`src/rtl/tbct_pkg.sv`:
```
// Shared types, constants and register map for the tick bar channel tracker.
// No dependencies; every other rtl file but tbct_checker refers to it by scoped names.
package tbct_pkg;

  localparam int unsigned BAR_DEPTH = 60;
  localparam int unsigned BAR_SLOTS = BAR_DEPTH + 1;
  localparam int unsigned BAR_AW    = $clog2(BAR_SLOTS);
  localparam int unsigned BAR_HW    = $clog2(BAR_SLOTS + 1);

  localparam int unsigned AVG_DEPTH = 8;
  localparam int unsigned AVG_IW    = $clog2(AVG_DEPTH);
  localparam int unsigned AVG_CW    = $clog2(AVG_DEPTH + 1);
  localparam int unsigned SUM_W     = 32 + $clog2(AVG_DEPTH);
  localparam int unsigned SUM_CW    = $clog2(SUM_W + 1);

  localparam int unsigned TICK_W    = 32;
  localparam int unsigned TICK_CW   = $clog2(TICK_W + 1);

  localparam int unsigned Q_DEPTH   = 2;
  localparam int unsigned Q_AW      = $clog2(Q_DEPTH);
  localparam int unsigned Q_CW      = $clog2(Q_DEPTH + 1);

  localparam int unsigned NUM_CHAN  = 8;
  // channel slots: short group first, long group second
  localparam int unsigned CH_SHORT  = 0;
  localparam int unsigned CH_LONG   = 4;
  localparam int unsigned CH_MAX_HI = 0;
  localparam int unsigned CH_MIN_HI = 1;
  localparam int unsigned CH_MAX_LO = 2;
  localparam int unsigned CH_MIN_LO = 3;

  localparam logic [9:0] RST_BAR_TICKS    = 10'd5;
  localparam logic [5:0] RST_SHORT_WINDOW = 6'd30;
  localparam logic [5:0] RST_LONG_WINDOW  = 6'd50;
  localparam logic [5:0] RST_READY_BARS   = 6'd55;
  localparam logic [9:0] RST_MA_INTERVAL  = 10'd12;
  localparam logic [2:0] RST_MA_LENGTH    = 3'd5;

  typedef enum logic [2:0] {
    REG_BAR_TICKS    = 3'd0,
    REG_SHORT_WINDOW = 3'd1,
    REG_LONG_WINDOW  = 3'd2,
    REG_READY_BARS   = 3'd3,
    REG_MA_INTERVAL  = 3'd4,
    REG_MA_LENGTH    = 3'd5
  } reg_idx_e;

  typedef struct packed {
    logic [9:0] bar_ticks;
    logic [5:0] short_window;
    logic [5:0] long_window;
    logic [5:0] ready_bars;
    logic [9:0] ma_interval;
    logic [2:0] ma_length;
  } cfg_t;

  typedef struct packed {
    logic [31:0] price;
    logic        opened;
    logic        sample;
  } qitem_t;

  typedef struct packed {
    logic                         bar_opened;
    logic                         channels_updated;
    logic [NUM_CHAN-1:0][31:0]    chan;
    logic [31:0]                  average;
    logic                         average_updated;
  } result_t;

  typedef enum logic [1:0] {
    F_IDLE,
    F_DIV,
    F_PUSH
  } front_state_e;

  typedef enum logic [2:0] {
    B_IDLE,
    B_SUM,
    B_DIV,
    B_SCAN,
    B_OUT
  } back_state_e;

endpackage

```
`src/rtl/tbct_front.sv`:
```
// Front end: accepts ticks, numbers them and classifies each as bar open / sample.
// Uses tbct_pkg; feeds tbct_fifo.
module tbct_front (
  input  logic             clk_i,
  input  logic             rst_ni,
  input  tbct_pkg::cfg_t   cfg_i,
  input  logic             in_valid_i,
  output logic             in_stall_o,
  input  logic [31:0]      price_i,
  output logic             push_o,
  output tbct_pkg::qitem_t item_o,
  input  logic             full_i
);

  tbct_pkg::front_state_e state_q, state_d;
  logic [31:0]                    tick_q;
  logic [31:0]                    shift_q;
  logic [31:0]                    price_q;
  logic                           idx_zero_q;
  logic [9:0]                     rem_b_q, rem_m_q, rem_b_d, rem_m_d;
  logic [tbct_pkg::TICK_CW-1:0]   cnt_q;
  logic [9:0]                     div_b, div_m;
  logic [10:0]                    try_b, try_m;
  logic                           accept;

  assign div_b  = (cfg_i.bar_ticks == '0) ? 10'd1 : cfg_i.bar_ticks;
  assign div_m  = (cfg_i.ma_interval == '0) ? 10'd1 : cfg_i.ma_interval;
  assign accept = in_valid_i && (state_q == tbct_pkg::F_IDLE);
  assign in_stall_o = (state_q != tbct_pkg::F_IDLE);

  // one remainder bit per cycle for both divisors
  always_comb begin
    try_b = {rem_b_q, shift_q[31]};
    try_m = {rem_m_q, shift_q[31]};
    rem_b_d = (try_b >= {1'b0, div_b}) ? 10'(try_b - {1'b0, div_b}) : try_b[9:0];
    rem_m_d = (try_m >= {1'b0, div_m}) ? 10'(try_m - {1'b0, div_m}) : try_m[9:0];
  end

  always_comb begin
    state_d = state_q;
    push_o  = 1'b0;
    case (state_q)
      tbct_pkg::F_IDLE: begin
        if (accept) state_d = tbct_pkg::F_DIV;
      end
      tbct_pkg::F_DIV: begin
        if (cnt_q == tbct_pkg::TICK_CW'(1)) state_d = tbct_pkg::F_PUSH;
      end
      tbct_pkg::F_PUSH: begin
        if (!full_i) begin
          push_o  = 1'b1;
          state_d = tbct_pkg::F_IDLE;
        end
      end
      default: state_d = tbct_pkg::F_IDLE;
    endcase
  end

  assign item_o.price  = price_q;
  assign item_o.opened = (rem_b_q == '0);
  assign item_o.sample = !idx_zero_q && (rem_m_q == '0);

  always_ff @(posedge clk_i or negedge rst_ni) begin
    if (!rst_ni) begin
      state_q <= tbct_pkg::F_IDLE;
      tick_q  <= '0;
      cnt_q   <= '0;
    end else begin
      state_q <= state_d;
      if (accept) begin
        tick_q <= tick_q + 32'd1;
        cnt_q  <= tbct_pkg::TICK_CW'(tbct_pkg::TICK_W);
      end else if (state_q == tbct_pkg::F_DIV) begin
        cnt_q <= cnt_q - 1'b1;
      end
    end
  end

  always_ff @(posedge clk_i) begin
    if (accept) begin
      price_q    <= price_i;
      shift_q    <= tick_q;
      idx_zero_q <= (tick_q == '0);
      rem_b_q    <= '0;
      rem_m_q    <= '0;
    end else if (state_q == tbct_pkg::F_DIV) begin
      shift_q <= {shift_q[30:0], 1'b0};
      rem_b_q <= rem_b_d;
      rem_m_q <= rem_m_d;
    end
  end

endmodule

```
`config.mk`:
```
export PLATFORM = sky130hd
export DESIGN_NAME = tbct_front
export DESIGN_NICKNAME = d
export VERILOG_FILES = /design/src/rtl/tbct_pkg.sv /design/src/rtl/tbct_front.sv
export SDC_FILE = /design/constraint.sdc
export NUM_CORES = 1
export LEC_CHECK = 0
export BUFFER_PORTS_ARGS = -buffer_cell sky130_fd_sc_hd__buf_2
export CORE_UTILIZATION = 59
export CTS_BUF_LIST = sky130_fd_sc_hd__clkbuf_4
export CTS_CLUSTER_SIZE = 25
export DETAILED_ROUTE_END_ITERATION = 8
export GPL_ROUTABILITY_DRIVEN = 0
export PLACE_DENSITY_LB_ADDON = 0.1
export SLEW_MARGIN = 20
export SYNTH_ARGS = -nofsm -noshare
export SYNTH_HDL_FRONTEND = slang
export SYNTH_SLANG_ARGS = --single-unit
```
`constraint.sdc`:
```
create_clock -name clk_i -period 4.9 [get_ports clk_i]
set_clock_uncertainty 0.2 [all_clocks]
set_input_delay 0.735 -clock clk_i [delete_from_list [all_inputs] [get_ports clk_i]]
set_output_delay 0.735 -clock clk_i [all_outputs]
set_load 0.01 [all_outputs]
```
; Word-level counts from Yosys, hierarchy flattened
; Index checks and enable logic that the tools add are counted.
[totals]
input_bits = 77
register_bits = 125
word_cells = 46
[op_classes]
reduce_logical = 12
mux = 14
add_sub_neg = 4
eq_ne = 6
n_lt_le_gt_ge = 2
[ops]
columns = op, count
row1 = 2-to-1 mux 32 bit, 2
row2 = logical NOT 10 bit, 4
row3 = 2-to-1 mux 10 bit, 4
row4 = adder 32 x 1 -> 32 bit (second input constant), 1
row5 = logical NOT 32 bit, 1
row6 = greater-or-equal comparator 11 x 10 -> 1 bit, 2
row7 = subtractor 10 bit, 2
row8 = 2-to-1 mux 6 bit, 2
row9 = == test 6 x 1 -> 1 bit (second input constant), 1
row10 = 2-to-1 mux 2 bit, 3
row11 = inequality test 2 bit (second input constant), 3
row12 = one-hot mux 2 bit (3 select lines), 1
row13 = subtractor 6 x 1 -> 6 bit (second input constant), 1
row14 = nonzero test 2 bit, 2
row15 = AND reduction 3 bit, 1
row16 = == test 2 x 1 -> 1 bit (second input constant), 1
row17 = == test 2 bit (second input constant), 1
row18 = logical AND 1 bit, 2
row19 = logical NOT 2 bit, 1
row20 = 2-to-1 mux 1 bit, 2
row21 = logical NOT 1 bit, 1

; Depth between registers and ports, before layout
[logic_depth]
depth_word = 4
ltp_mapped = 11
ltp_nobuf = 11

; Worst setup path after synthesis
; OpenSTA, ideal clock, no wires.
[synth_timing]
path_kind = input to register
startpoint = input port cfg_i[9] in the netlist's numbering
endpoint = register rem_m_q[6]
setup_time_ns = 0.126
slack_ns = 2.012
arrival_ns = 2.562
stages = 11
required_time_ns = 4.574
cell_sequence = nor4_1 > a41o_1 > ha_1 > inv_1 > fa_1 > nand3_1 > a21boi_0 > o21a_1 > or3_1 > nand4_1 > o211ai_1
[synth_between]
elab_chain_len = 4
[synth_rtl]
columns = element, line_no
row1 = start: declaration, tbct_front.sv:6  ; input tbct_pkg::cfg_t cfg_i,
row2 = logical NOT 10 bit, tbct_front.sv:27  ; assign div_m = (cfg_i.ma_interval == '0) ? 10'd1 : cfg_i.ma_interval;
row3 = 2-to-1 mux 10 bit (*), tbct_front.sv:27
row4 = subtractor 10 bit or greater-or-equal comparator 11 x 10 -> 1 bit (tied branches), tbct_front.sv:36  ; rem_m_d = (try_m >= {1'b0, div_m}) ? 10'(try_m - {1'b0, div_m}) : try_m[9:0];
row5 = 2-to-1 mux 10 bit (*), tbct_front.sv:36
row6 = end signal: assignment, tbct_front.sv:89  ; rem_m_q <= rem_m_d;
row7 = end: declaration, tbct_front.sv:20  ; logic [9:0] rem_b_q, rem_m_q, rem_b_d, rem_m_d;
; Every way passes the cells marked *; elsewhere a longest branch is shown, timed or not.
; A chain may end at the register's enable or synchronous reset.

; Worst setup path after layout
[layout_timing]
startpoint = register state_q[1]
endpoint = register shift_q[29], enable pin
[layout_between]
elab_chain_len = 3
[layout_rtl]
columns = element, line_no
row1 = start: declaration, tbct_front.sv:15  ; tbct_pkg::front_state_e state_q, state_d;
row2 = start signal: assignment, tbct_front.sv:65  ; state_q <= tbct_pkg::F_IDLE;
row3 = start signal: assignment, tbct_front.sv:69  ; state_q <= state_d;
row4 = logical NOT 2 bit, tbct_front.sv:28  ; assign accept = in_valid_i && (state_q == tbct_pkg::F_IDLE);
row5 = logical AND 1 bit, tbct_front.sv:28
row6 = nonzero test 2 bit (no line) (*), -
row7 = end signal: assignment, tbct_front.sv:82  ; shift_q <= tick_q;
row8 = end signal: assignment, tbct_front.sv:87  ; shift_q <= {shift_q[30:0], 1'b0};
row9 = end: declaration, tbct_front.sv:17  ; logic [31:0] shift_q;
; Marks and branches as above.

==> results.toml <==
[finish]
seq_area_um2 = 3350
layout.nets = 779
final_common_cell = "nand2_1"
drive_gt1_share_pct = 20.6
fillers = 786
multi_input_area_um2 = 2540
final_cell_mix = "132 x nand2_1, 91 x buf_2, 65 x edfxtp_1, 40 x dfrtp_1"
num_antenna_cells = 0
area_delta_synth_final_pct = 14.4

[clock_tree]
cts_resized = 0
cts_tree = "done"
cts_setup_buffers = 0
clk_path_buf_depth = 2
cts-hold-fix-buffers = 0
clkSinkCount = 125
htreeDepth = 4
cts_root_buffer = "clkbuf_4"
insertion_delay_ns = 0.49
cts-buffers-inserted = 17
cts.clk_slew.worst_paths_ns = 0.12

[routing]
wl_um = 11800
drt-wirelength-per-cell_um = 14.4
drt_first_pass_iters = 5
viasPerCell = 5.48
ant_nets = 0
drt-initial-drc-count = 219
num_vias = 4502
drc = 0

[yosys]
synth-seq-cells = 125
yosysSeqAreaShare_pct = 55.0
synth_nets = 682
ys_warn_count = 0
syn_inst = 579
synth-edff-count = 65
async_reset_ff_share_pct = 32.0
synthesis.area_um2 = 6100
synth_cell_types = 56
synth_ff_type = "edfxtp_1"
syn_area_per_cell_um2 = 10.5

[global_routing]
grt_pass1_wl_um = 20000
use_met1_pct = 28.9
first_global_vias = 4382
antenna_found_initial = 0
grt_overflow = 0
top_usage_layer = "met2"
use_met2_pct = 40.3
grt_start_max_net_pins = 60
grt_use_met3_pct = 4.78
grt.total_usage_pct = 23.1

[power_and_ir_drop]
p_per_area_nw_per_um2 = 567
combPwrFrac_pct = 37.9
ir_drop_mv = 0.270
p_clk_share_pct = 19.2
power_leakage_uw = 0.00316
p_switching_uw = 1470
power_frac_seq_pct = 42.9
switching_share_pct = 37.0
p_int_uw = 2490

[die]
ioPinCount = 113
start_util_pct = 61.6
fp.dieH_um = 104
core_um2 = 9910
rows = 36
die_w_um = 104
dieArea_um2 = 10800

[timing]
setup_ws_ns = 1.91
totalNegativeSetupSlack_ns = 0
finalSetupViolations = 0
timing.fmax_mhz = 334
hold_viol = 0
fin_crit_ns = 2.99
slew_headroom_pct = 41.1
worst_pin_slew_ns = 0.883
fin_crit_sh_pct = 61.1
maxSlewViolCount = 0
rsz0062_at_grt = "no"

[run_status]
status = "completed"

[setup_path]
crit_arrival_ns = 2.94
critPathCaptureType = "flip-flop"
path_class = "flip-flop to flip-flop"
startpoint_type = "flip-flop"
cp.required_ns = 4.85
critPathMaxFanout = 59

[placed_design]
place_ws_ns = 1.46
dpl.hpwl_um = 8450
io_buffers = 91

[flow_run]
max-cap-violations = 0

[hold_path]
hp-class = "primary input to asynchronous set/reset pin"
## logic make-up (layout without fill, tap and decap cells)
group | Yosys count | after routing | share of synthesized area [%]
AND/OR/NAND/NOR | 247 | 247 | 19.4
flip-flops | 125 | 125 | 55.0
AO/OA/AOI/OAI | 74 | 74 | 7.96
buffers and inverters | 48 | 158 | 3.38
XOR/XNOR | 44 | 44 | 6.32
adder cells (fa/ha/maj) | 26 | 26 | 5.58
multiplexers | 15 | 15 | 2.46
## layout make-up
cell class / instances / share of cell area, %
Tap cell: 133 / 2.38
Timing Repair Buffer: 95 / 6.96
Clock inverter: 15 / 2.65
Multi-Input combinational cell: 406 / 36.5
Sequential cell: 125 / 48.0
Inverter: 31 / 1.67
Clock buffer: 17 / 1.83
## synthesized netlist by cell type (15+ instances only)
cell type / number / area, um2
dfrtp_1: 40 / 1000
dfxtp_1: 20 / 400
edfxtp_1: 65 / 1950
ha_1: 24 / 300
inv_1: 30 / 113
mux2i_1: 15 / 150
nand2_1: 132 / 495
nand3_1: 15 / 75.1
nor2_1: 21 / 78.8
o21ai_0: 15 / 75.1
xnor2_1: 30 / 263
## worst max-delay path, stage by stage, from the launching register on
cell	delay, ns
dfrtp_1	0.43
nor2_1	0.20
nand2_1	0.07
buf_4	0.25
inv_2	0.27
buf_4	0.59
nor2_1	0.14
inv_1	0.09
buf_4	0.37
## flip-flops by register name, summed over array words and instances, names as in the netlist
signal and cells:
price_q 32, shift_q 32, tick_q 32, rem_b_q 10, rem_m_q 10, cnt_q 6, state_q 2, idx_zero_q 1
## power by group through the flow
stage	sequential [uW]	combinational (uW)	clock, uW
final	1700	1500	759
after global routing	1740	1700	822
after CTS	1700	1500	781
after detailed placement	1720	1500	0
after global placement	1700	1420	0
after floorplan	1690	1160	0
## metrics by stage
step                cells  hold slack [ns]  area, um2  power, uW  utilization [%]
floorplan             579            0.239       6100       2850                -
global placement      790            0.274       6660       3130             67.2
detailed placement    790            0.285       6670       3220             67.3
CTS                   822            0.128       6980       3990             70.4
global route          822            0.143       6980       4260             70.4
finish                822            0.146       6980       3960             70.4
## metal layers
metal  routed length [um]  vias to the layer above  part of all wire [%]
met5                    0                        -                     0
met4                  113                        0                  0.96
met3                  422                       10                   3.6
met2                 6090                       88                    52
met1                 5180                     2171                    44
li1                     -                     2233                     -
## worst paths after layout
path                          endpoint  slack [ns]  depth (start not counted)         from
max in group asynchronous   tick_q[10]        3.79                          1       rst_ni
min in group clk_i         price_q[29]        0.20                          1  price_i[29]
hold / removal                cnt_q[2]        0.15                          1       rst_ni
setup / recovery           shift_q[29]        1.91                          8   state_q[1]
hold reg to reg             rem_m_q[3]        0.30                          2   rem_m_q[3]
setup reg to reg           shift_q[29]        1.91                          8   state_q[1]
Note: power is estimated with default switching activity, not from simulation.
