## config.mk

```make
export PLATFORM = sky130hd
export DESIGN_NAME = tbct_fifo
export DESIGN_NICKNAME = d
export VERILOG_FILES = /design/src/rtl/tbct_pkg.sv /design/src/rtl/tbct_fifo.sv
export SDC_FILE = /design/constraint.sdc
export NUM_CORES = 1
export LEC_CHECK = 0
export ABC_AREA = 1
export BUFFER_PORTS_ARGS = -buffer_cell sky130_fd_sc_hd__buf_2
export CAP_MARGIN = 20
export CORE_ASPECT_RATIO = 0.6
export CORE_MARGIN = 2
export CORE_UTILIZATION = 45
export CTS_BUF_LIST = sky130_fd_sc_hd__clkbuf_4 sky130_fd_sc_hd__clkbuf_8
export DETAILED_ROUTE_END_ITERATION = 6
export PLACE_DENSITY = 0.7
export RECOVER_POWER = 100
export SLEW_MARGIN = 20
export SYNTH_ARGS = -nofsm -noshare
export SYNTH_HDL_FRONTEND = slang
export SYNTH_SLANG_ARGS = --single-unit
```

## constraint.sdc

```tcl
create_clock -name clk_i -period 3 [get_ports clk_i]
set_input_delay 0.15 -clock clk_i [delete_from_list [all_inputs] [get_ports clk_i]]
set_output_delay 0.15 -clock clk_i [all_outputs]
set_load 0.01 [all_outputs]
```

## src/rtl/tbct_pkg.sv

```systemverilog
// Shared types, constants and register map for the tick bar channel tracker.
// No dependencies; every other rtl file but tbct_checker refers to it by scoped names.
package tbct_pkg;

  localparam int unsigned BAR_DEPTH = 60;
  localparam int unsigned BAR_SLOTS = BAR_DEPTH + 1;
  localparam int unsigned BAR_AW    = $clog2(BAR_SLOTS);
  localparam int unsigned BAR_HW    = $clog2(BAR_SLOTS + 1);

  localparam int unsigned AVG_DEPTH = 8;
  localparam int unsigned AVG_IW    = $clog2(AVG_DEPTH);
  localparam int unsigned AVG_CW    = $clog2(AVG_DEPTH + 1);
  localparam int unsigned SUM_W     = 32 + $clog2(AVG_DEPTH);
  localparam int unsigned SUM_CW    = $clog2(SUM_W + 1);

  localparam int unsigned TICK_W    = 32;
  localparam int unsigned TICK_CW   = $clog2(TICK_W + 1);

  localparam int unsigned Q_DEPTH   = 2;
  localparam int unsigned Q_AW      = $clog2(Q_DEPTH);
  localparam int unsigned Q_CW      = $clog2(Q_DEPTH + 1);

  localparam int unsigned NUM_CHAN  = 8;
  // channel slots: short group first, long group second
  localparam int unsigned CH_SHORT  = 0;
  localparam int unsigned CH_LONG   = 4;
  localparam int unsigned CH_MAX_HI = 0;
  localparam int unsigned CH_MIN_HI = 1;
  localparam int unsigned CH_MAX_LO = 2;
  localparam int unsigned CH_MIN_LO = 3;

  localparam logic [9:0] RST_BAR_TICKS    = 10'd5;
  localparam logic [5:0] RST_SHORT_WINDOW = 6'd30;
  localparam logic [5:0] RST_LONG_WINDOW  = 6'd50;
  localparam logic [5:0] RST_READY_BARS   = 6'd55;
  localparam logic [9:0] RST_MA_INTERVAL  = 10'd12;
  localparam logic [2:0] RST_MA_LENGTH    = 3'd5;

  typedef enum logic [2:0] {
    REG_BAR_TICKS    = 3'd0,
    REG_SHORT_WINDOW = 3'd1,
    REG_LONG_WINDOW  = 3'd2,
    REG_READY_BARS   = 3'd3,
    REG_MA_INTERVAL  = 3'd4,
    REG_MA_LENGTH    = 3'd5
  } reg_idx_e;

  typedef struct packed {
    logic [9:0] bar_ticks;
    logic [5:0] short_window;
    logic [5:0] long_window;
    logic [5:0] ready_bars;
    logic [9:0] ma_interval;
    logic [2:0] ma_length;
  } cfg_t;

  typedef struct packed {
    logic [31:0] price;
    logic        opened;
    logic        sample;
  } qitem_t;

  typedef struct packed {
    logic                         bar_opened;
    logic                         channels_updated;
    logic [NUM_CHAN-1:0][31:0]    chan;
    logic [31:0]                  average;
    logic                         average_updated;
  } result_t;

  typedef enum logic [1:0] {
    F_IDLE,
    F_DIV,
    F_PUSH
  } front_state_e;

  typedef enum logic [2:0] {
    B_IDLE,
    B_SUM,
    B_DIV,
    B_SCAN,
    B_OUT
  } back_state_e;

endpackage

```

## src/rtl/tbct_fifo.sv

```systemverilog
// Short queue of classified ticks between front and back end.
// Uses tbct_pkg.
module tbct_fifo (
  input  logic             clk_i,
  input  logic             rst_ni,
  input  logic             push_i,
  input  tbct_pkg::qitem_t item_i,
  output logic             full_o,
  input  logic             pop_i,
  output tbct_pkg::qitem_t item_o,
  output logic             valid_o
);

  tbct_pkg::qitem_t            mem_q [tbct_pkg::Q_DEPTH];
  logic [tbct_pkg::Q_AW-1:0]   wr_q, rd_q;
  logic [tbct_pkg::Q_CW-1:0]   cnt_q;

  assign full_o  = (cnt_q == tbct_pkg::Q_CW'(tbct_pkg::Q_DEPTH));
  assign valid_o = (cnt_q != '0);
  assign item_o  = mem_q[rd_q];

  always_ff @(posedge clk_i or negedge rst_ni) begin
    if (!rst_ni) begin
      wr_q  <= '0;
      rd_q  <= '0;
      cnt_q <= '0;
    end else begin
      if (push_i) begin
        wr_q <= (wr_q == tbct_pkg::Q_AW'(tbct_pkg::Q_DEPTH - 1)) ? '0 : wr_q + 1'b1;
      end
      if (pop_i) begin
        rd_q <= (rd_q == tbct_pkg::Q_AW'(tbct_pkg::Q_DEPTH - 1)) ? '0 : rd_q + 1'b1;
      end
      if (push_i && !pop_i) cnt_q <= cnt_q + 1'b1;
      else if (pop_i && !push_i) cnt_q <= cnt_q - 1'b1;
    end
  end

  always_ff @(posedge clk_i) begin
    if (push_i) mem_q[wr_q] <= item_i;
  end

endmodule

```

Word-level counts from Yosys, hierarchy flattened. Memories as Yosys holds them, arrays and structs flattened. Index checks and enable logic that the tools add are counted. Widths: inputs -> output; s select.

Output and inout bits: 36. Word-level logic and storage cells: 21. Bits in writable memories: 68. Memories: 1. Register bits: 4.

Memory list: mem_q (words 2, bits a word 34, rd ports 1, clocked after Yosys merged registers in 0, wr ports 1, RTL line tbct_fifo.sv:14) `tbct_pkg::qitem_t mem_q [tbct_pkg::Q_DEPTH];`.

Mux-type cells: 6. Reductions and logical operators: 6. Add/sub/neg operators: 4. Eq/ne operators: 1.

Operators by type and width (number): $mux 1 (4); $mux 2 (2); $reduce_bool 2->1 (2); $add 1x1->1 const B (2); $add 2x1->2 const B (1); $eq 2x2->1 const B (1); $logic_and 1x1->1 (2); $logic_not 1->1 (2); $sub 2x1->2 const B (1).

Longest topological paths before layout. Gate-level depths: netlist of run 1.

Word-level depth: 4. Gate-level depth with buffers: 7.

Least setup slack after synthesis of run 1. No wires, ideal clock.

Kind: register -> register. Start point: register wr_q. End point: memory mem_q[0][0] in the netlist's numbering, enable pin. Arrival: 1847 ps. Period minus slack after synthesis: 2273 ps. Setup slack: 727 ps. Cell stages (with the launch flop): 2. Cell sequence: dfrtp_1 > nor2_1.

RTL lines: from (decl) (RTL line tbct_fifo.sv:15) `logic [tbct_pkg::Q_AW-1:0] wr_q, rd_q;`; from (signal assigned) (RTL line tbct_fifo.sv:29) `wr_q <= (wr_q == tbct_pkg::Q_AW'(tbct_pkg::Q_DEPTH - 1)) ? '0 : wr_q + 1'b1;`; to (decl) (RTL line tbct_fifo.sv:14).

Straight into the memory's write port.

==> qor.csv, run 1 <==
stage,metric,value,unit
status,outcome,"complete, no violations",
yosys,synth_area_leaders,"edfxtp_1 73%, mux2_4 15%, dfrtp_1 3.6%",
routing,first_iter_violations,59,
clock_network,clkTransAtPathRegs,70,ps
clock_network,cts_tree,built,
sta,worstMarginPinSlew,778,ps
routing,wire_per_inst,14.4,microns
finish,final_nets,286,
worst_hold_path,hold_path_class,input port to flip-flop,
yosys,yosys.cell_count.top_type,edfxtp_1,
setup_path,cp.arrival,2020,ps
worst_hold_path,hold_path_startpoint,item_i[24],
sta,fin_tns_setup,0,ps
setup_path,worstReg2RegEnd,mem_q[0][16],
setup_path,critPathKind,flip-flop to primary output,
setup_path,timing.reg2reg.worst_path_depth,2,
sta,drv_slew,0,
routing,viasPerCell,4.38,
yosys,synthCells,131,
finish,seq_area,0.00214,sq mm
setup_path,cp.required,2850,ps
clock_network,cts_buffers,9,
clock_network,htreeDepth,3,
power,irDropWorstVdd,0.000490,V
worst_hold_path,whs_path_depth,1,
setup_path,r2r-start,wr_q,
setup_path,endpoint_kind,primary output,
sta,fmax,460,MHz
die,die_height,65.2,microns
yosys,syn_avg_cell_area,21.5,sq um
setup_path,critPathMaxFanout,18,
yosys,netlist_area,0.00281,sq mm
finish,final_area,0.00360,sq mm
sta,timing.final.crit_share,72.4,%
setup_path,start_kind,flip-flop,
yosys,synthDistinctLibCells,14,
routing,ant_nets,0,
yosys,async_reset_ff_share,5.56,%
die,dieArea,0.00692,sq mm
worst_hold_path,min_to,mem_q[1][24],
sta,rsz0062_at_grt,no,
power,powerDensity,826,mW/mm^2
power,leakagePower,1.34,nW
finish,drive_gt1_share,23.8,%
grt,grt_usage,14.3,%
grt,antenna_found_initial,0,
grt,grt_max_degree,31,
yosys,synth_flop_cell,edfxtp_1,
sta,relSlewSlack,48.1,%
routing,firstDrtPassIters,5,
die,initial_utilization,46.2,%
clock_network,ctsLongestPathBuffers,2,
clock_network,cts_sinks,72,
finish,multi_input_area,482,sq um
clock_network,cts_resized,0,
flow_run,max_cap_viol_count,0,
yosys,ys_warn_count,0,
yosys,syn_nets,170,
clock_network,postCtsSetupBuffers,0,
yosys,ys_seq_area_share,76.2,%
clock_network,insertion_delay,330,ps
placed_design,gp_congestion,0.732,
sta,period_needed,2170,ps
yosys,synth_top_cell_area_share,72.6,%
clock_network,hold_buffers,29,
grt,overflow,0,
grt,grt_pass1_vias,1441,
placed_design,io_buffers,73,
die,io_pins,74,
placed_design,place_area,0.00325,sq mm
die,rows,22,
finish,antenna-diode-count,0,
finish,area_growth,28.2,%
grt,grt_pass1_wl,7120,microns
sta,setup_viol,0,
clock_network,clockRootBuffer,clkbuf_8,
sta,hold_viol,0,
die,core-area,0.00608,sq mm
finish,num-fill-cells,504,
routing,dr_total_vias,1471,
yosys,ys_top_cells_by_count,"68 x edfxtp_1, 29 x mux2_4, 7 x inv_1",
yosys,synth_enable_flop_cells,68,
die,dieWidth,106,microns
yosys,synth-seq-cells,72,
yosys,yosys.area.top_type,edfxtp_1,
routing,drc,0,
routing,drt-total-wl,4830,microns
sta,finalClockSkew,4.50,ps
setup_path,ff2ff_setup_slack,1020,ps
==> kinds of logic (layout without fill, tap and decap cells) <==
logic type    Yosys count  after routing  share of synthesized area (%)
simple gates           10             10                           1.47
xor+xnor                3              3                          0.935
mux                    34             34                           17.5
fa+ha+maj               1              1                          0.445
flops                  72             72                           76.2
buf+inv                11            132                           3.47
==> worst max-delay path, cell delays in order (launching register included) <==
cell and delay (ps):
dfrtp_1 850, buf_4 330, mux2_1 360, buf_2 150
==> area by class of cell <==
class | instances | area share, %
clock inverter | 5 | 1.32
multi-input combinational | 48 | 13.4
timing repair buffer | 109 | 18.4
clock buffer | 11 | 3.85
tap | 84 | 2.92
inverter | 7 | 0.729
sequential | 72 | 59.4
==> layout by cell type, fill, tap and decap left out <==
cell type      instances
buf_2                 34
edfxtp_1              68
dlygate4sd3_1         32
clkbuf_1              39
xor2_1                 2
clkbuf_8               9
dfrtp_1                4
clkinv_1               2
xnor2_1                1
nand4_1                1
nand3_1                1
nor2_1                 1
nand2_1                6
mux2_1                26
mux2_2                 5
clkbuf_4               2
nor2_4                 1
ha_1                   1
mux2_4                 3
buf_4                  3
bufinv_16              1
buf_1                  1
clkinv_2               2
inv_1                  7
==> worst max-delay path by stage <==
stage               from      endpoint  slack, ps  cells past startpoint
floorplan           wr_q   mem_q[0][0]        730                      1
global placement    rd_q    item_o[22]       1380                      3
detailed placement  wr_q  mem_q[0][24]       1340                      2
CTS                 rd_q    item_o[16]        980                      3
global route        rd_q     item_o[9]        670                      3
finish              rd_q    item_o[16]        830                      3
==> routing by layer <==
| layer | wire [microns] | GRT usage (%) |
|---|---|---|
| met3 | 381 | 6.94 |
| met5 | 0 | 0 |
| met2 | 2090 | 21.5 |
| met1 | 2350 | 18.4 |
| met4 | 10 | 4.93 |
==> where the power goes <==
part	internal (mW)	switching [mW]	total (mW)
Combinational	0.382	0.445	0.827
Sequential	1.34	0.104	1.44
Clock	0.394	0.316	0.710
==> stage by stage <==
stage	setup WS [ps]	total power [mW]	cells	hold WS (ps)	util, %
3_3_place_gp	1380	2.44	288	-38.6	53.4
3_5_place_dp	1340	2.46	288	-37.6	53.4
4_1_cts	978	3.20	333	0.00872	61.3
2_1_floorplan	727	2.19	131	-146	-
5_1_grt	674	3.14	336	39.6	59.3
6_report	828	2.98	336	40.3	59.3
==> flip-flops by register name, indices dropped and copies added, names as in the netlist <==
name,count
wr_q,1
mem_q,68
cnt_q,2
rd_q,1
No activity file was read; power rests on OpenSTA's default activity.
==> run 2, diff against run 1 <==
Clock period 3 ns to 2 ns, I/O delays scaled along.
==> qor.csv, run 2 (same netlist as run 1, synthesis figures left out) <==
stage,metric,value,unit,change
status,outcome,"complete, no violations",,unchanged
clock_network,cts_tree,built,,unchanged
grt,grt_pass1_vias,1591,,was 1441
routing,drt-total-wl,4730,microns,was 4830 microns
grt,grt_usage,14.4,%,was 14.3%
flow_run,max_cap_viol_count,0,,unchanged
sta,finalClockSkew,11.0,ps,was 4.50 ps
sta,timing.final.crit_share,86.3,%,
sta,rsz0062_at_grt,no,,unchanged
power,power.switching,1.29,mW,was 0.864 mW
power,powerDensity,1200,mW/mm^2,was 826 mW/mm^2
finish,drive_gt1_share,25.5,%,was 23.8%
setup_path,endpoint_kind,primary output,,unchanged
placed_design,io_buffers,73,,unchanged
routing,first_iter_violations,55,,was 59
clock_network,clkTransAtPathRegs,70,ps,about the same
grt,grt_pass1_wl,7170,microns,was 7120 microns
power,internal-power,3.10,mW,was 2.11 mW
setup_path,cp.required,1900,ps,was 2850 ps
finish,regMostFlops,mem_q,,unchanged
finish,mostFrequentLayoutCells,"68 x edfxtp_1, 37 x dlygate4sd3_1, 37 x clkbuf_1",,"was 68 x edfxtp_1, 39 x clkbuf_1, 34 x buf_2"
placed_design,dp_hpwl,3040,microns,
finish,largest_reg_flops,68,,unchanged
finish,area_growth,30.1,%,was 28.2%
power,seq_power_share,48.6,%,was 48.4%
die,die_height,65.2,microns,unchanged
power,irDropWorstVdd,0.000605,V,was 0.000490 V
setup_path,critPathMaxFanout,10,,was 18
clock_network,cts_resized,0,,unchanged
sta,fmax,579,MHz,
power,swShare,29.5,%,was 29.0%
clock_network,cts_sinks,72,,unchanged
die,rows,22,,unchanged
die,dieArea,0.00692,sq mm,unchanged
routing,dr_total_vias,1538,,was 1471
die,core-area,0.00608,sq mm,unchanged
grt,antenna_found_initial,0,,unchanged
sta,relSlewSlack,40.1,%,was 48.1%
placed_design,place_area,0.00328,sq mm,was 0.00325 sq mm
sta,setup_viol,0,,unchanged
grt,overflow,0,,unchanged
finish,mostFrequentLayoutCell,edfxtp_1,,unchanged
setup_path,critPathKind,flip-flop to primary output,,unchanged
worst_hold_path,hold_path_class,input port to async pin,,was input port to flip-flop
die,io_pins,74,,unchanged
power,combPwrFrac,29.6,%,was 27.8%
finish,final_nets,293,,was 286
sta,drv_slew,0,,unchanged
grt,grt_max_degree,20,,was 31
clock_network,cts_buffers,9,,unchanged
power,leakagePower,1.37,nW,was 1.34 nW
sta,hold_viol,0,,unchanged
finish,antenna-diode-count,0,,unchanged
setup_path,start_kind,flip-flop,,unchanged
die,initial_utilization,46.2,%,unchanged
sta,worstMarginPinSlew,899,ps,was 778 ps
routing,firstDrtPassIters,4,,was 5
sta,fin_tns_setup,0,ps,unchanged
routing,drc,0,,unchanged
placed_design,gp_congestion,0.707,,was 0.732
finish,top_regs,"mem_q: 68 flops, cnt_q: 2 flops",,unchanged
clock_network,clockRootBuffer,clkbuf_8,,unchanged
clock_network,ctsLongestPathBuffers,2,,unchanged
finish,final_area,0.00366,sq mm,was 0.00360 sq mm
clock_network,insertion_delay,340,ps,was 330 ps
setup_path,cp.arrival,1630,ps,was 2020 ps
routing,wire_per_inst,13.8,microns,was 14.4 microns
clock_network,htreeDepth,3,,unchanged
setup_path,ff2ff_setup_slack,400,ps,was 1020 ps
routing,ant_nets,0,,unchanged
die,dieWidth,106,microns,unchanged
power,clkPwrFrac,21.8,%,was 23.8%
routing,viasPerCell,4.48,,was 4.38
sta,period_needed,1730,ps,
power,fin_total_pwr,4.39,mW,was 2.98 mW
-- run 2: cell count changes in the layout (fill, tap and decap cells not counted) --
cell | before | now
dlygate4sd3_1 | 32 | 37
dfrtp_1 | 4 | 3
dfrtp_2 | 0 | 1
clkbuf_1 | 39 | 37
buf_4 | 3 | 0
clkinvlp_4 | 0 | 1
clkbuf_4 | 2 | 3
buf_2 | 34 | 35
clkinv_1 | 2 | 1
clkbuf_2 | 0 | 5
bufinv_16 | 1 | 0
buf_12 | 0 | 1
-- run 2: cell type report --
class                           instances  area, sq um
Fill cell                             516         2430
Sequential cell                        72         2140
Timing Repair Buffer                  116          733
Multi-Input combinational cell         48          482
Clock buffer                           12          146
Tap cell                               84          105
Inverter                                7         26.3
Clock inverter                          4         21.3
-- run 2: worst paths after layout --
path                                     end  cells after the start      from
max in group asynchronous               rd_q                      2    rst_ni
worst min register to register      cnt_q[1]                      2  cnt_q[1]
worst max register to register  mem_q[1][25]                      3      wr_q
worst max-delay path              item_o[25]                      3      rd_q
min in group clk_i                  cnt_q[1]                      2  cnt_q[1]
worst min-delay path                cnt_q[1]                      2    rst_ni
-- run 2: worst max-delay path: stages (launching register included) --
cell	delay [ps]
dfrtp_2	510
clkbuf_2	280
mux2_1	360
buf_2	150
-- run 2: per-layer routing --
layer / track usage, % / vias to the layer above / share of wire [%]
met5: 0 / - / 0
met4: 3.45 / 0 / 0.57
met3: 7.14 / 7 / 7.8
met2: 23.5 / 57 / 46
met1: 17.2 / 735 / 46
li1: - / 739 / -
-- run 2: repair_timing --
item                      4_1_cts  5_1_grt
hold buffers                   37        0
hold endpoints to repair       74        0
setup buffers                   0        0
-- run 2: power by group through the flow --
| stage | sequential, mW | clock (mW) | combinational, mW |
|---|---|---|---|
| after floorplan | 2.11 | 0 | 1.18 |
| after global placement | 2.17 | 0 | 1.53 |
| after detailed placement | 2.18 | 0 | 1.54 |
| after CTS | 2.15 | 0.991 | 1.60 |
| after global routing | 2.17 | 1.06 | 1.41 |
| final | 2.13 | 0.957 | 1.30 |
-- run 2: through the flow --
step	instances	utilization (%)	worst slack [ps]	hold WS (ps)
floorplan	131	-	283	-196
global placement	290	53.9	619	-86.6
detailed placement	290	53.9	615	-86.5
CTS	343	62.7	240	77.8
global route	343	60.1	182	158
finish	343	60.1	273	136
==> run 3, diff against run 2 <==
Settings changed: CORE_ASPECT_RATIO 0.6 to not set.
==> qor.csv, run 3 (same netlist as run 1, synthesis figures left out) <==
stage,metric,value,unit,change
status,outcome,"complete, no violations",,unchanged
setup_path,critPathMaxFanout,19,,was 10
placed_design,dp_hpwl,3050,microns,was 3040 microns
setup_path,start_kind,flip-flop,,unchanged
worst_hold_path,hold_path_class,input port to async pin,,unchanged
routing,firstDrtPassIters,4,,unchanged
finish,drive_gt1_share,25.5,%,unchanged
sta,relSlewSlack,40.2,%,was 40.1%
clock_network,insertion_delay,330,ps,was 340 ps
sta,worst_slack,236,ps,was 273 ps
die,io_pins,74,,unchanged
finish,antenna-diode-count,0,,unchanged
die,dieWidth,83.0,microns,was 106 microns
routing,ant_nets,0,,unchanged
placed_design,pre_cts_slack,479,ps,was 615 ps
finish,top_regs,"mem_q: 68 flops, cnt_q: 2 flops",,unchanged
sta,fin_tns_setup,0,ps,unchanged
sta,setup_viol,0,,unchanged
setup_path,endpoint_kind,primary output,,unchanged
clock_network,cts_tree,built,,unchanged
clock_network,clockRootBuffer,clkbuf_8,,unchanged
die,core-area,0.00599,sq mm,was 0.00608 sq mm
flow_run,max_cap_viol_count,0,,unchanged
die,initial_utilization,46.9,%,was 46.2%
finish,mostFrequentLayoutCells,"68 x edfxtp_1, 54 x clkbuf_1, 37 x dlygate4sd3_1",,"was 68 x edfxtp_1, 37 x dlygate4sd3_1, 37 x clkbuf_1"
sta,worstMarginPinSlew,897,ps,was 899 ps
finish,area_growth,31.7,%,was 30.1%
grt,grt_usage,14.6,%,was 14.4%
clock_network,clkTransAtPathRegs,70,ps,about the same
sta,fmax,567,MHz,was 579 MHz
finish,regMostFlops,mem_q,,unchanged
grt,grt_max_degree,20,,unchanged
power,leakagePower,1.39,nW,was 1.37 nW
power,powerDensity,1230,mW/mm^2,was 1200 mW/mm^2
clock_network,cts_sinks,72,,unchanged
sta,period_needed,1760,ps,was 1730 ps
sta,hold_viol,0,,unchanged
clock_network,cts_buffers,9,,unchanged
setup_path,cp.arrival,1660,ps,was 1630 ps
sta,fin_hold_ws,160,ps,was 136 ps
finish,final_nets,293,,unchanged
setup_path,cp.required,1900,ps,about the same
setup_path,critPathKind,flip-flop to primary output,,unchanged
grt,grt_pass1_vias,1655,,was 1591
routing,first_iter_violations,47,,was 55
clock_network,cts_resized,0,,unchanged
die,dieArea,0.00690,sq mm,was 0.00692 sq mm
finish,mostFrequentLayoutCell,edfxtp_1,,unchanged
die,rows,28,,was 22
clock_network,ctsLongestPathBuffers,2,,unchanged
grt,antenna_found_initial,0,,unchanged
placed_design,gp_congestion,0.671,,was 0.707
routing,dr_total_vias,1530,,was 1538
sta,drv_slew,0,,unchanged
die,die_height,83.0,microns,was 65.2 microns
grt,overflow,0,,unchanged
finish,largest_reg_flops,68,,unchanged
routing,drc,0,,unchanged
grt,grt_pass1_wl,7670,microns,was 7170 microns
routing,wire_per_inst,14.5,microns,was 13.8 microns
sta,rsz0062_at_grt,no,,unchanged
sta,timing.final.crit_share,88.2,%,was 86.3%
placed_design,io_buffers,73,,unchanged
power,irDropWorstVdd,0.000689,V,was 0.000605 V
routing,drt-total-wl,4830,microns,was 4730 microns
clock_network,htreeDepth,3,,unchanged
routing,viasPerCell,4.58,,was 4.48
sta,finalClockSkew,4.67,ps,was 11.0 ps
[run 3: changes by cell type in the layout (fill, tap and decap cells not counted)]
cell        before  now
buf_1            1    0
buf_12           1    2
buf_2           35   17
clkbuf_1        37   54
clkbuf_2         5    6
clkbuf_4         3    0
clkbuf_8         9   10
clkinv_1         1    0
clkinv_2         2    4
clkinvlp_4       1    2
mux2_1          26   11
mux2_4           3   18
[run 3: through the flow]
| step | area [sq um] | utilization (%) | total power [mW] | instances |
|---|---|---|---|---|
| 2_1_floorplan | 2810 | - | 3.29 | 131 |
| 3_3_place_gp | 3280 | 54.7 | 3.72 | 281 |
| 3_5_place_dp | 3280 | 54.7 | 3.75 | 281 |
| 4_1_cts | 3820 | 63.8 | 4.78 | 334 |
| 5_1_grt | 3700 | 61.8 | 4.80 | 334 |
| 6_report | 3700 | 61.8 | 4.55 | 334 |
[run 3: worst paths after layout]
kind | startpoint | end | slack, ps | depth (start not counted)
setup reg to reg | wr_q | mem_q[1][23] | 390 | 3
setup / recovery | rd_q | item_o[4] | 240 | 3
hold / removal | rst_ni | cnt_q[0] | 160 | 2
min in group clk_i | cnt_q[1] | cnt_q[1] | 490 | 2
hold reg to reg | cnt_q[1] | cnt_q[1] | 490 | 2
max in group asynchronous | rst_ni | rd_q | 1620 | 2
[run 3: cell type report]
class                   instances  area [sq um]
flip-flops and latches         72          2140
clock inverters                 6          35.0
repair buffers                116           728
well taps                      75          93.8
fillers                       485          2290
clock buffers                  10           138
multi-input cells              48           538
inverters                       7          26.3
[run 3: metal layers]
metal | global-route usage [%] | wire length (microns)
met5 | 0 | 0
met4 | 5.81 | 57
met3 | 3.68 | 227
met2 | 27.2 | 2680
met1 | 15.8 | 1870
[run 3: critical path, cell delays in order, from the launching register on]
cell and delay (ps):
dfrtp_2 690, buf_12 210, mux2_4 290, buf_2 140
[run 3: power breakdown]
group	internal, mW	total [mW]	leakage, nW	switching [mW]
combinational	0.715	1.39	0.620	0.674
clock	0.474	0.973	0.0878	0.499
sequential	2.01	2.18	0.684	0.173
total	3.20	4.55	1.39	1.35
[run 3: timing repair]
item | CTS | global route
buffers inserted | 0 | 0
hold endpoints to repair | 74 | 0
hold buffers | 37 | 0
endpoints found under the setup margin | 0 | 0
